===== config.mk =====
export PLATFORM = sky130hd
export DESIGN_NAME = page_quota_reserve_accounting_flat
export DESIGN_NICKNAME = d
export VERILOG_FILES = /design/src/hdl/pqra_pkg.sv /design/src/hdl/pqra_req_if.sv /design/src/hdl/pqra_rsp_if.sv /design/src/hdl/page_quota_reserve_accounting.sv /design/src/flat_wrapper.sv
export SDC_FILE = /design/constraint.sdc
export NUM_CORES = 1
export LEC_CHECK = 0
export BUFFER_PORTS_ARGS = -buffer_cell sky130_fd_sc_hd__buf_2
export CORE_MARGIN = 3
export CORE_UTILIZATION = 25
export DETAILED_ROUTE_END_ITERATION = 8
export REMOVE_ABC_BUFFERS = 1
export SYNTH_ARGS = -nofsm -noshare
export SYNTH_HDL_FRONTEND = slang
export SYNTH_SLANG_ARGS = --single-unit
export TNS_END_PERCENT = 20

===== constraint.sdc =====
create_clock -name i_clk -period 27.2 [get_ports i_clk]
set_input_delay 4.08 -clock i_clk [delete_from_list [all_inputs] [get_ports i_clk]]
set_output_delay 4.08 -clock i_clk [all_outputs]
set_load 0.01 [all_outputs]

===== src/hdl/pqra_pkg.sv =====
// Shared constants for the page quota reserve accountant.
package pqra_pkg;

    // Width of every count field on the item channels and the configuration port.
    localparam int FIELD_BITS = 32;

    // Default width of the internal page counters.
    localparam int DEFAULT_COUNT_BITS = 32;

    // Configuration register indexes.
    localparam int CFG_IDX_BITS = 2;
    typedef logic [CFG_IDX_BITS-1:0] t_cfg_idx;
    localparam t_cfg_idx CFG_MAX_LIMIT_ON   = 2'd0;
    localparam t_cfg_idx CFG_MAX_PAGES      = 2'd1;
    localparam t_cfg_idx CFG_MIN_RESERVE_ON = 2'd2;
    localparam t_cfg_idx CFG_MIN_PAGES      = 2'd3;

    // Request action codes.
    localparam logic ACT_TAKE   = 1'b0;
    localparam logic ACT_RETURN = 1'b1;

    // Result status codes.
    localparam logic STAT_DONE    = 1'b0;
    localparam logic STAT_REFUSED = 1'b1;

endpackage


===== src/hdl/pqra_req_if.sv =====
// Request channel: one take or return of pages per item.
interface pqra_req_if
    import pqra_pkg::*;
();
    logic                  valid;
    logic                  ready;
    logic                  action;
    logic [FIELD_BITS-1:0] page_count;

    modport source (output valid, output action, output page_count, input ready);
    modport sink   (input valid, input action, input page_count, output ready);
endinterface


===== src/hdl/pqra_rsp_if.sv =====
// Result channel: status, charge and counter values after each item.
interface pqra_rsp_if
    import pqra_pkg::*;
();
    logic                  valid;
    logic                  ready;
    logic                  status;
    logic [FIELD_BITS-1:0] pages_to_charge;
    logic [FIELD_BITS-1:0] used_now;
    logic [FIELD_BITS-1:0] reserve_now;

    modport source (output valid, output status, output pages_to_charge,
                    output used_now, output reserve_now, input ready);
    modport sink   (input valid, input status, input pages_to_charge,
                    input used_now, input reserve_now, output ready);
endinterface


===== src/hdl/page_quota_reserve_accounting.sv =====
// Pool page quota accountant with maximum limit and minimum reserve.
//
// Usage: each item on i_req takes (action 0) or returns (action 1) a number
// of pages. For every item exactly one result leaves on o_rsp, in order,
// carrying the status, the pages still to be charged globally, and the used
// and reserve counts after the item.
// Configuration is written through i_cfg_we / i_cfg_idx / i_cfg_data while
// the block is idle. Writing min_pages clears the used count and loads the
// reserve with the new minimum.
// Timing: an accepted item enters the input register, and its result enters
// the output register as soon as that register is free or being taken.
// Throughput is one item per cycle while the receiver takes every result; the
// counters are written by the accounting logic together with the output register.
// Reset (synchronous, i_rst_n low) clears the configuration registers, both
// counters and both valid flags; the payload registers are not reset. When
// the receiver stalls, the result holds in the output register, one more item
// can sit in the input register, and then i_req.ready drops until the
// receiver takes the result.
module page_quota_reserve_accounting
    import pqra_pkg::*;
#(
    parameter int COUNT_BITS = DEFAULT_COUNT_BITS
) (
    input  logic                  i_clk,
    input  logic                  i_rst_n,
    input  logic                  i_cfg_we,
    input  t_cfg_idx              i_cfg_idx,
    input  logic [FIELD_BITS-1:0] i_cfg_data,
    pqra_req_if.sink              i_req,
    pqra_rsp_if.source            o_rsp
);

    localparam int W  = COUNT_BITS;
    localparam int WX = (W > FIELD_BITS) ? W : FIELD_BITS;

    localparam logic [W-1:0]  CNT_MAX   = {W{1'b1}};
    localparam logic [WX-1:0] CNT_MAX_X = WX'(CNT_MAX);

    // Configuration registers and counters.
    logic         r_lim_on;
    logic [W-1:0] r_max;
    logic         r_res_on;
    logic [W-1:0] r_min;
    logic [W-1:0] r_used;
    logic [W-1:0] r_reserve;

    // Input register.
    logic         r_s1_valid;
    logic         r_s1_action;
    logic [W-1:0] r_s1_delta;

    // Output register.
    logic                  r_out_valid;
    logic                  r_status;
    logic [FIELD_BITS-1:0] r_charge;
    logic [FIELD_BITS-1:0] r_used_out;
    logic [FIELD_BITS-1:0] r_res_out;

    // Next values from the accounting logic.
    logic         n_status;
    logic [W-1:0] n_charge;
    logic [W-1:0] n_used;
    logic [W-1:0] n_reserve;

    logic         advance;
    logic [WX-1:0] req_x;
    logic [WX-1:0] cfg_x;
    logic [W-1:0]  req_delta;
    logic [W-1:0]  cfg_val;

    // Working values of the accounting logic.
    logic [W:0]   take_sum;
    logic [W-1:0] ret_used;
    logic [W-1:0] limit;
    logic [W-1:0] excess;
    logic [W:0]   excess_sum;
    logic         over;

    // Handshake: the input register moves whenever the output register is free.
    assign advance     = !r_out_valid || o_rsp.ready;
    assign i_req.ready = !r_s1_valid || advance;

    // Saturate incoming 32-bit values to the counter range.
    assign req_x     = WX'(i_req.page_count);
    assign cfg_x     = WX'(i_cfg_data);
    assign req_delta = (req_x > CNT_MAX_X) ? CNT_MAX : W'(req_x);
    assign cfg_val   = (cfg_x > CNT_MAX_X) ? CNT_MAX : W'(cfg_x);

    // Accounting for one item.
    always_comb begin
        take_sum   = {1'b0, r_used} + {1'b0, r_s1_delta};
        ret_used   = (r_s1_delta > r_used) ? '0 : r_used - r_s1_delta;
        limit      = r_min - ret_used;
        excess     = r_reserve - limit;
        excess_sum = {1'b0, excess} + {1'b0, r_s1_delta};
        over       = r_lim_on &&
                     (r_used > r_max || r_s1_delta > r_max - r_used);

        n_status  = STAT_DONE;
        n_charge  = r_s1_delta;
        n_used    = r_used;
        n_reserve = r_reserve;

        if (r_s1_action == ACT_TAKE) begin
            if (over) begin
                n_status = STAT_REFUSED;
                n_charge = '0;
            end else begin
                n_used = take_sum[W] ? CNT_MAX : take_sum[W-1:0];
                if (r_res_on && r_reserve != '0) begin
                    if (r_s1_delta > r_reserve) begin
                        n_charge  = r_s1_delta - r_reserve;
                        n_reserve = '0;
                    end else begin
                        n_charge  = '0;
                        n_reserve = r_reserve - r_s1_delta;
                    end
                end
            end
        end else begin
            n_used = ret_used;
            if (r_res_on && ret_used < r_min) begin
                if (r_reserve <= limit && r_s1_delta <= limit - r_reserve) begin
                    // The reserve absorbs the whole return.
                    n_charge  = '0;
                    n_reserve = r_reserve + r_s1_delta;
                end else begin
                    if (r_reserve >= limit) begin
                        n_charge = excess_sum[W] ? CNT_MAX : excess_sum[W-1:0];
                    end else begin
                        n_charge = r_s1_delta - (limit - r_reserve);
                    end
                    n_reserve = limit;
                end
            end
        end
    end

    // Configuration, counters and both pipeline registers.
    always_ff @(posedge i_clk) begin
        if (!i_rst_n) begin
            r_lim_on    <= 1'b0;
            r_max       <= '0;
            r_res_on    <= 1'b0;
            r_min       <= '0;
            r_used      <= '0;
            r_reserve   <= '0;
            r_s1_valid  <= 1'b0;
            r_out_valid <= 1'b0;
        end else begin
            // Input register takes a new item when there is room.
            if (i_req.ready) begin
                r_s1_valid <= i_req.valid;
            end

            // Output register and counter update.
            if (advance) begin
                r_out_valid <= r_s1_valid;
                if (r_s1_valid) begin
                    r_used    <= n_used;
                    r_reserve <= n_reserve;
                end
            end

            // Configuration writes must arrive only while the block is idle; the block does not enforce this.
            if (i_cfg_we) begin
                case (i_cfg_idx)
                    CFG_MAX_LIMIT_ON:   r_lim_on <= i_cfg_data[0];
                    CFG_MAX_PAGES:      r_max    <= cfg_val;
                    CFG_MIN_RESERVE_ON: r_res_on <= i_cfg_data[0];
                    CFG_MIN_PAGES: begin
                        r_min     <= cfg_val;
                        r_used    <= '0;
                        r_reserve <= cfg_val;
                    end
                    default: ;
                endcase
            end
        end
    end

    // Payload registers need no reset.
    always_ff @(posedge i_clk) begin
        if (i_req.ready) begin
            r_s1_action <= i_req.action;
            r_s1_delta  <= req_delta;
        end
        if (advance && r_s1_valid) begin
            r_status   <= n_status;
            r_charge   <= FIELD_BITS'(WX'(n_charge));
            r_used_out <= FIELD_BITS'(WX'(n_used));
            r_res_out  <= FIELD_BITS'(WX'(n_reserve));
        end
    end

    assign o_rsp.valid           = r_out_valid;
    assign o_rsp.status          = r_status;
    assign o_rsp.pages_to_charge = r_charge;
    assign o_rsp.used_now        = r_used_out;
    assign o_rsp.reserve_now     = r_res_out;

endmodule


===== src/flat_wrapper.sv =====
// flat-port wrapper written by rule: the top's interface ports become plain ports
module page_quota_reserve_accounting_flat import pqra_pkg::*;
#(
    parameter int COUNT_BITS = DEFAULT_COUNT_BITS
)
  (i_clk, i_rst_n, i_cfg_we, i_cfg_idx, i_cfg_data, i_req_valid, i_req_action, i_req_page_count, i_req_ready, o_rsp_valid, o_rsp_status, o_rsp_pages_to_charge, o_rsp_used_now, o_rsp_reserve_now, o_rsp_ready);
  pqra_req_if i_req_i ();
  pqra_rsp_if o_rsp_i ();
  input  logic i_clk;
  input  logic i_rst_n;
  input  logic i_cfg_we;
  input  t_cfg_idx i_cfg_idx;
  input  logic [FIELD_BITS-1:0] i_cfg_data;
  input wire logic [$bits(i_req_i.valid)-1:0] i_req_valid;
  input wire logic [$bits(i_req_i.action)-1:0] i_req_action;
  input wire logic [$bits(i_req_i.page_count)-1:0] i_req_page_count;
  output wire logic [$bits(i_req_i.ready)-1:0] i_req_ready;
  output wire logic [$bits(o_rsp_i.valid)-1:0] o_rsp_valid;
  output wire logic [$bits(o_rsp_i.status)-1:0] o_rsp_status;
  output wire logic [$bits(o_rsp_i.pages_to_charge)-1:0] o_rsp_pages_to_charge;
  output wire logic [$bits(o_rsp_i.used_now)-1:0] o_rsp_used_now;
  output wire logic [$bits(o_rsp_i.reserve_now)-1:0] o_rsp_reserve_now;
  input wire logic [$bits(o_rsp_i.ready)-1:0] o_rsp_ready;
  assign i_req_i.valid = i_req_valid;
  assign i_req_i.action = i_req_action;
  assign i_req_i.page_count = i_req_page_count;
  assign i_req_ready = i_req_i.ready;
  assign o_rsp_valid = o_rsp_i.valid;
  assign o_rsp_status = o_rsp_i.status;
  assign o_rsp_pages_to_charge = o_rsp_i.pages_to_charge;
  assign o_rsp_used_now = o_rsp_i.used_now;
  assign o_rsp_reserve_now = o_rsp_i.reserve_now;
  assign o_rsp_i.ready = o_rsp_ready;
  page_quota_reserve_accounting #(.COUNT_BITS(COUNT_BITS)) u_core (.i_clk(i_clk), .i_rst_n(i_rst_n), .i_cfg_we(i_cfg_we), .i_cfg_idx(i_cfg_idx), .i_cfg_data(i_cfg_data), .i_req(i_req_i), .o_rsp(o_rsp_i));
endmodule

==> metrics.txt, run 1 <==
startpoint of the most critical setup path=u_core.r_s1_delta[1]; count of standard-cell rows=about 130; area of the core=approximately 120000 µm²; final standard cell count with taps included and fillers excluded=approximately 5.7k; achievable frequency=about 0.08 GHz; relative max-transition margin=0.1860; origin of the critical flop-to-flop path=u_core.r_s1_delta[1]; setup tns final=0 ns; global-route usage over all layers=0.2079; IO Port Bufs=170; result of the run=complete, no violations; time the final worst path needs with I/O delays and setup=around 13 ns; top routing layer in use=met4; capture point of the critical path=u_core.o_rsp.pages_to_charge[6]; number of distinct library cells after synthesis=between 90 and 100; wire length per cell after detailed routing=~24 µm; gate count of the mapped netlist=just under 4k; FF-to-FF End=u_core.o_rsp.pages_to_charge[6]; effective utilization at floorplan=0.2523; required time of the worst setup path=27.63 ns; setup skew after layout=roughly 0.034 ns; largest net degree at the start of global routing=80; DIE AREA=between 100000 and 150000 µm²; main flop type after synthesis=dfxtp_1; number of buffers on the longest clock path=3; total length of routed met2 wires=just over 60000 µm; Netlist Area Pre-Place=a little over 30000 µm²; met1 wire length=~60000 µm; Crit path arrival time=about 13 ns; number of antenna violations at the first check in global routing=5; First-pass DRT Iterations=6; die height=between 300 and 400 µm; critical path's slowest cell=edfxtp_1; max-slew violation count=0; RSZ-0062 raised after global routing=no; clock transition at the register clock pins on the worst setup and hold paths after CTS=about 0.07 ns; via count of the routed design=roughly 32k; DP Wirelength=between 100000 and 150000 µm; via count normalized by instance count=~5.6; via count of the first global-routing pass=~30k; final net count=4476; post-cts sizing count=0; CP Class=flop to flop; placed insts=5598; MaxCap Viol Count=0; wire length of the first global-routing pass=between 150000 and 200000 µm; signed area change from the synthesized netlist to the final layout=12.43%; CTS Hold Bufs=0; clock tree from TritonCTS=done; number of buffers inserted by post-CTS setup repair=0; EDFF count, synth=130; share of synthesized area occupied by flip-flops and latches=0.2129; Hold Path Class=flop to flop; diode count=0; fin area=between 30000 and 40000 µm²; Power Dens Cells=roughly 90 nW/µm²; CTS Buf Count=37; clock insertion delay at the later pin of the skew report=0.62 ns; Met3 Routed Length=between 10000 and 15000 µm; Boundary Pins=~170; Worst Setup End Kind=flop; maximum fanout count along the critical path=20; Filler Cells Inserted=roughly 13k; Chip Width=around 360 µm; CP max stage delay=approximately 0.73 ns; synthesized area per cell=7.795 µm²; Setup violations, final=0; CTS Root Buffer Type=clkbuf_16; post-route clock period utilization=0.4607; H-tree depth reported by CTS=2; global-route congestion overflow total=0; Max IR drop VDD=between 100 and 150 µV; FF-to-FF path depth=36; ratio of cells with drive above 1 in the final layout=0.08787; placed standard-cell area=33340 µm²; number of register bits inferred by synthesis=roughly 260; kind of start point of the critical path=flop; post-route core utilization=0.2837; antenna violation net count after detailed routing=0; wire length after detailed routing=between 100000 and 150000 µm; share of flip-flops with an asynchronous set or reset after synthesis=0; register-to-register path setup slack=~15 ns; count of endpoints failing hold in the final timing report=0; Warnings, synthesis=0; clock net sink count=approximately 260; static leakage=between 0.01 and 0.015 µW; total DRC errors in the routed layout=0; RePlAce Congestion=approximately 0.99; Tightest Pin Transition=around 1.2 ns; 1st-iter DRT viols=2792
[metrics by stage]
| stage | hold slack, ns | setup slack [ns] | power, µW |
|---|---|---|---|
| after detailed placement | 0.4410 | 14.97 | 2535 |
| final | 0.4486 | 14.67 | 3104 |
| after global routing | 0.4665 | 13.86 | 3308 |
| after CTS | 0.4514 | 14.90 | 3069 |
| after global placement | 0.4348 | 15.02 | 2540 |
| after floorplan | 0.4268 | 17.16 | 1950 |
[where the power goes]
part	total (µW)	leakage (µW)	internal [µW]	switching (µW)
combinational	2120	0.0119	785	1330
sequential	471	0.00235	444	27.3
clock	517	0.000599	288	228
total	3100	0.0148	1520	1590
[critical path: cells and delay by family (launching register included)]
family	cells	cell delay (ns)
AOI/OAI and AO/OA	16	5.00
xor gates and xnor gates	2	0.71
buffers and inverters	3	0.95
and+or+nand+nor	10	2.80
DFF	1	0.73
adders and majority gates	5	2.12
[worst min path at each step]
stage | start | end | slack [ns] | cells past startpoint
after floorplan | u_core.r_min[10] | u_core.r_min[10] | 0.43 | 2
after global placement | u_core.r_min[15] | u_core.r_min[15] | 0.43 | 2
after detailed placement | u_core.r_min[21] | u_core.r_min[21] | 0.44 | 2
after CTS | u_core.r_min[21] | u_core.r_min[21] | 0.45 | 2
after global routing | u_core.r_min[10] | u_core.r_min[10] | 0.47 | 2
final | u_core.r_min[21] | u_core.r_min[21] | 0.45 | 2
[routing by layer]
layer / global-route usage / up-vias
met5: 0 / -
met4: 0.08012 / 0
met3: 0.03502 / 237
met2: 0.3292 / 1495
met1: 0.2812 / 15180
li1: - / 14630
[kinds of logic (layout without fill, tap and decap cells)]
| family | after synthesis | in the layout | synth area share |
|---|---|---|---|
| xor gates and xnor gates | 294 | 294 | 0.08373 |
| adders and majority gates | 392 | 392 | 0.1622 |
| muxes | 21 | 21 | 0.007039 |
| buffers and inverters | 477 | 572 | 0.06050 |
| AOI/OAI and AO/OA | 1486 | 1486 | 0.3180 |
| DFF | 262 | 262 | 0.2129 |
| and+or+nand+nor | 1013 | 1013 | 0.1557 |
[registers in the layout (all words and copies together), names as in the netlist]
register	cells
u_core.r_s1_valid	1
u_core.o_rsp.pages_to_charge	32
u_core.o_rsp.valid	1
u_core.r_reserve	32
u_core.r_lim_on	1
u_core.o_rsp.status	1
u_core.o_rsp.used_now	32
u_core.o_rsp.reserve_now	32
u_core.r_used	32
u_core.r_min	32
u_core.r_s1_action	1
u_core.r_s1_delta	32
u_core.r_res_on	1
u_core.r_max	32
[placed cells by master, fill, tap and decap left out, types with 132 or more instances in the layout]
cell     instances
dfxtp_1        132
inv_1          270
xnor2_1        220
nor2_1         260
nand2_1        309
a21oi_1        460
ha_1           381
a21o_1         185
buf_2          170
o21ai_0        239
[final cells by class]
type	instances	area, µm²	share of cell area
clock inverters	19	220.2	0.006369
repair buffers	228	1286	0.03720
flip-flops and latches	262	6546	0.1893
well taps	1625	2033	0.05881
clock buffers	48	1017	0.02942
multi-input cells	3206	22430	0.6486
inverters	277	1045	0.03022
[cell usage after synthesis, types with 17 or more instances]
cell      count  area share
a21o_1      185       0.045
nand3_1      65       0.011
and3_1       34      0.0069
a211oi_1     56       0.014
a21boi_0     21      0.0051
o21ai_0     240       0.039
o31ai_1      21      0.0051
ha_1        381        0.16
a31oi_1      46      0.0094
o21a_1       54       0.013
nor3_1       90       0.015
o211ai_1     34      0.0083
o22ai_1      17      0.0035
a221o_1      27      0.0088
xnor2_1     220       0.063
or2_2        18      0.0037
o21bai_1     71       0.017
dfxtp_1     132       0.086
nor2_1      263       0.032
xor2_1       74       0.021
nand4_1      58       0.012
nor4_1       20      0.0041
clkbuf_1    131       0.016
a21oi_1     461       0.075
edfxtp_1    130        0.13
a22o_1       24      0.0068
a221oi_1     47       0.013
nand2_1     310       0.038
nor2b_1      27      0.0055
or3_1        22      0.0045
nand2b_1     45      0.0092
buf_2        52      0.0085
and2_1       17      0.0035
inv_1       271       0.033
Power figures use the tool's default switching activity.
==> run 2: changes to the inputs <==
- clock period: 27.2 -> 12.3 ns (I/O delays scaled with it)
==> run 2 against run 1 <==
Against the previous run:
- register-to-register slack worse by 14 ns
- highest routed layer unchanged
- worst setup slack worse by 14 ns
- clock skew is 0.0095 ns higher
- largest cell class unchanged
- combinational power is 120% higher
- sequential cell count stayed put
- utilization is 0.21 points higher
- first-iteration DRC count is 16% higher
- final cell count is 0.55% higher
- cell area is 0.73% higher
==> metrics.txt, run 2 (synthesis results as in run 1) <==
ratio of cells with drive above 1 in the final layout=0.09580 (was 0.08787); clock tree from TritonCTS=done (unchanged); via count normalized by instance count=5.537 (was 5.567); required time of the worst setup path=12.65 ns (was 27.63 ns); clock net sink count=262 (unchanged); most frequent standard cell in the layout excluding fill and tap cells=a21oi_1 (unchanged); CP max stage delay=0.60 ns (was 0.73 ns); relative max-transition margin=0.2369 (was 0.1860); wire length of the first global-routing pass=202300 µm (was 199100 µm); post-route core utilization=0.2857 (was 0.2837); CTS Buf Count=38 (was 37); RePlAce Congestion=0.9700 (was 0.9940); origin of the critical flop-to-flop path=u_core.r_used[0] (was u_core.r_s1_delta[1]); clock insertion delay at the later pin of the skew report=0.62 ns (about the same); diode count=0 (unchanged); RSZ-0062 raised after global routing=no (unchanged); most frequent cell on the critical path=nor2_1; maximum fanout count along the critical path=12 (was 20); area of the core=121900 µm² (unchanged); worst slack after detailed placement=0.8306 ns (was 14.97 ns); time the final worst path needs with I/O delays and setup=11.50 ns (was 12.53 ns); IO Port Bufs=170 (unchanged); post-route worst hold slack=0.4476 ns (was 0.4486 ns); CP Class=flop to flop (unchanged); Boundary Pins=171 (unchanged); number of buffers on the longest clock path=3 (unchanged); MaxCap Viol Count=0 (unchanged); number of antenna violations at the first check in global routing=3 (was 5); global-route usage over all layers=0.2123 (was 0.2079); H-tree depth reported by CTS=2 (unchanged); count of standard-cell rows=128 (unchanged); FF-to-FF End=u_core.o_rsp.reserve_now[29] (was u_core.o_rsp.pages_to_charge[6]); kind of start point of the critical path=flop (unchanged); Power Dens Cells=198.5 nW/µm² (was 89.79 nW/µm²); count of endpoints failing hold in the final timing report=0 (unchanged); final net count=4505 (was 4476); die height=356.7 µm (unchanged); total DRC errors in the routed layout=0 (unchanged); max-slew violation count=0 (unchanged); hold wc startpoint=u_core.r_min[13] (was u_core.r_min[21]); global-route congestion overflow total=0 (unchanged); First-pass DRT Iterations=6 (unchanged); number of buffers and inverters on the critical path=5 (was 3); DIE AREA=127300 µm² (unchanged); DP Wirelength=112100 µm (was 109500 µm); leading cell types in the layout, fill and taps excluded=a21oi_1, ha_1, nand2_1 (unchanged); placed insts=5626 (was 5598); WHS Endpoint=u_core.r_min[13] (was u_core.r_min[21]); Tightest Pin Transition=1.116 ns (was 1.217 ns); FF-to-FF path depth=41 (was 36); Setup violations, final=0 (unchanged); Crit path arrival time=11.85 ns (was 12.96 ns); post-route clock period utilization=0.9350 (was 0.4607); PnR worst setup slack=0.7993 ns (was 14.67 ns); achievable frequency=0.08695 GHz (was 0.07980 GHz); Chip Width=356.7 µm (unchanged); largest net degree at the start of global routing=75 (was 80); final standard cell count with taps included and fillers excluded=5696 (was 5665); register-to-register path setup slack=0.80 ns (was 14.67 ns); CTS Root Buffer Type=clkbuf_16 (unchanged); number of buffers inserted by post-CTS setup repair=0 (unchanged); setup tns final=0 ns (unchanged); effective utilization at floorplan=0.2523 (unchanged); 1st-iter DRT viols=3226 (was 2792); cell count of the worst hold path=2 (unchanged); Worst Setup End Kind=flop (unchanged); result of the run=complete, no violations (unchanged); Hold Path Class=flop to flop (unchanged); clock transition at the register clock pins on the worst setup and hold paths after CTS=0.06 ns (was 0.07 ns); signed area change from the synthesized netlist to the final layout=13.24% (was 12.43%); family of cells with the greatest summed delay on the critical path=compound AO/OA/AOI/OAI gates (unchanged); wire length after detailed routing=140600 µm (was 137700 µm); Max IR drop VDD=97.84 µV (was 116.8 µV); critical path's slowest cell=a211o_1 (was edfxtp_1); antenna violation net count after detailed routing=0 (unchanged); setup skew after layout=0.04382 ns (was 0.03429 ns); wire length per cell after detailed routing=24.68 µm (was 24.30 µm); via count of the routed design=31.54k (about the same); via count of the first global-routing pass=30.23k (was 30.24k); static leakage=0.01499 µW (was 0.01483 µW)
## run 2: through the flow
step / instance area, µm² / power (µW)
after floorplan: 29930 / 4313
after global placement: 33550 / 5641
after detailed placement: 33550 / 5637
after CTS: 34820 / 6838
after global routing: 34820 / 7370
final: 34820 / 6913
## run 2: area by class of cell
type | instances | area (µm²)
flip-flops and latches | 262 | 6546
clock inverters | 26 | 257.7
clock buffers | 44 | 1013
fillers | 13140 | 87050
well taps | 1625 | 2033
inverters | 277 | 1045
repair buffers | 256 | 1496
multi-input cells | 3206 | 22430
## run 2: where the power goes
group	leakage [µW]	total [µW]	switching, µW	internal (µW)
logic	0.0120	4710	2930	1780
clock network	0.000625	1160	503	661
registers	0.00235	1040	56.2	981
## run 2: metal layers
metal,wire [µm],share of wire,vias to the layer above,track usage
li1,-,-,14700,-
met1,63720,0.45,15260,0.2969
met2,60790,0.43,1351,0.3290
met3,10020,0.071,223,0.02755
met4,6047,0.043,0,0.08474
met5,0,0,-,0
## run 2: tightest hold or removal path: cells and delay by family, from the launching register on
kind / cells / cell delay, ns
DFF: 1 / 0.31
and+or+nand+nor: 2 / 0.09
## run 2: repair_timing
action                     4_1_cts  5_1_grt
hold buffers                     0        0
resized for setup                0        1
setup endpoints to repair        0        1
## run 2: worst max path at each step
stage	start	end	slack, ns	depth (start not counted)
2_1_floorplan	u_core.r_s1_delta[1]	u_core.r_reserve[31]	2.26	37
3_3_place_gp	u_core.r_used[0]	u_core.o_rsp.reserve_now[29]	0.98	41
3_5_place_dp	u_core.r_used[0]	u_core.o_rsp.reserve_now[29]	0.83	41
4_1_cts	u_core.r_used[0]	u_core.o_rsp.reserve_now[29]	0.78	41
5_1_grt	u_core.r_used[0]	u_core.o_rsp.reserve_now[29]	0.17	42
6_report	u_core.r_used[0]	u_core.o_rsp.reserve_now[29]	0.80	41
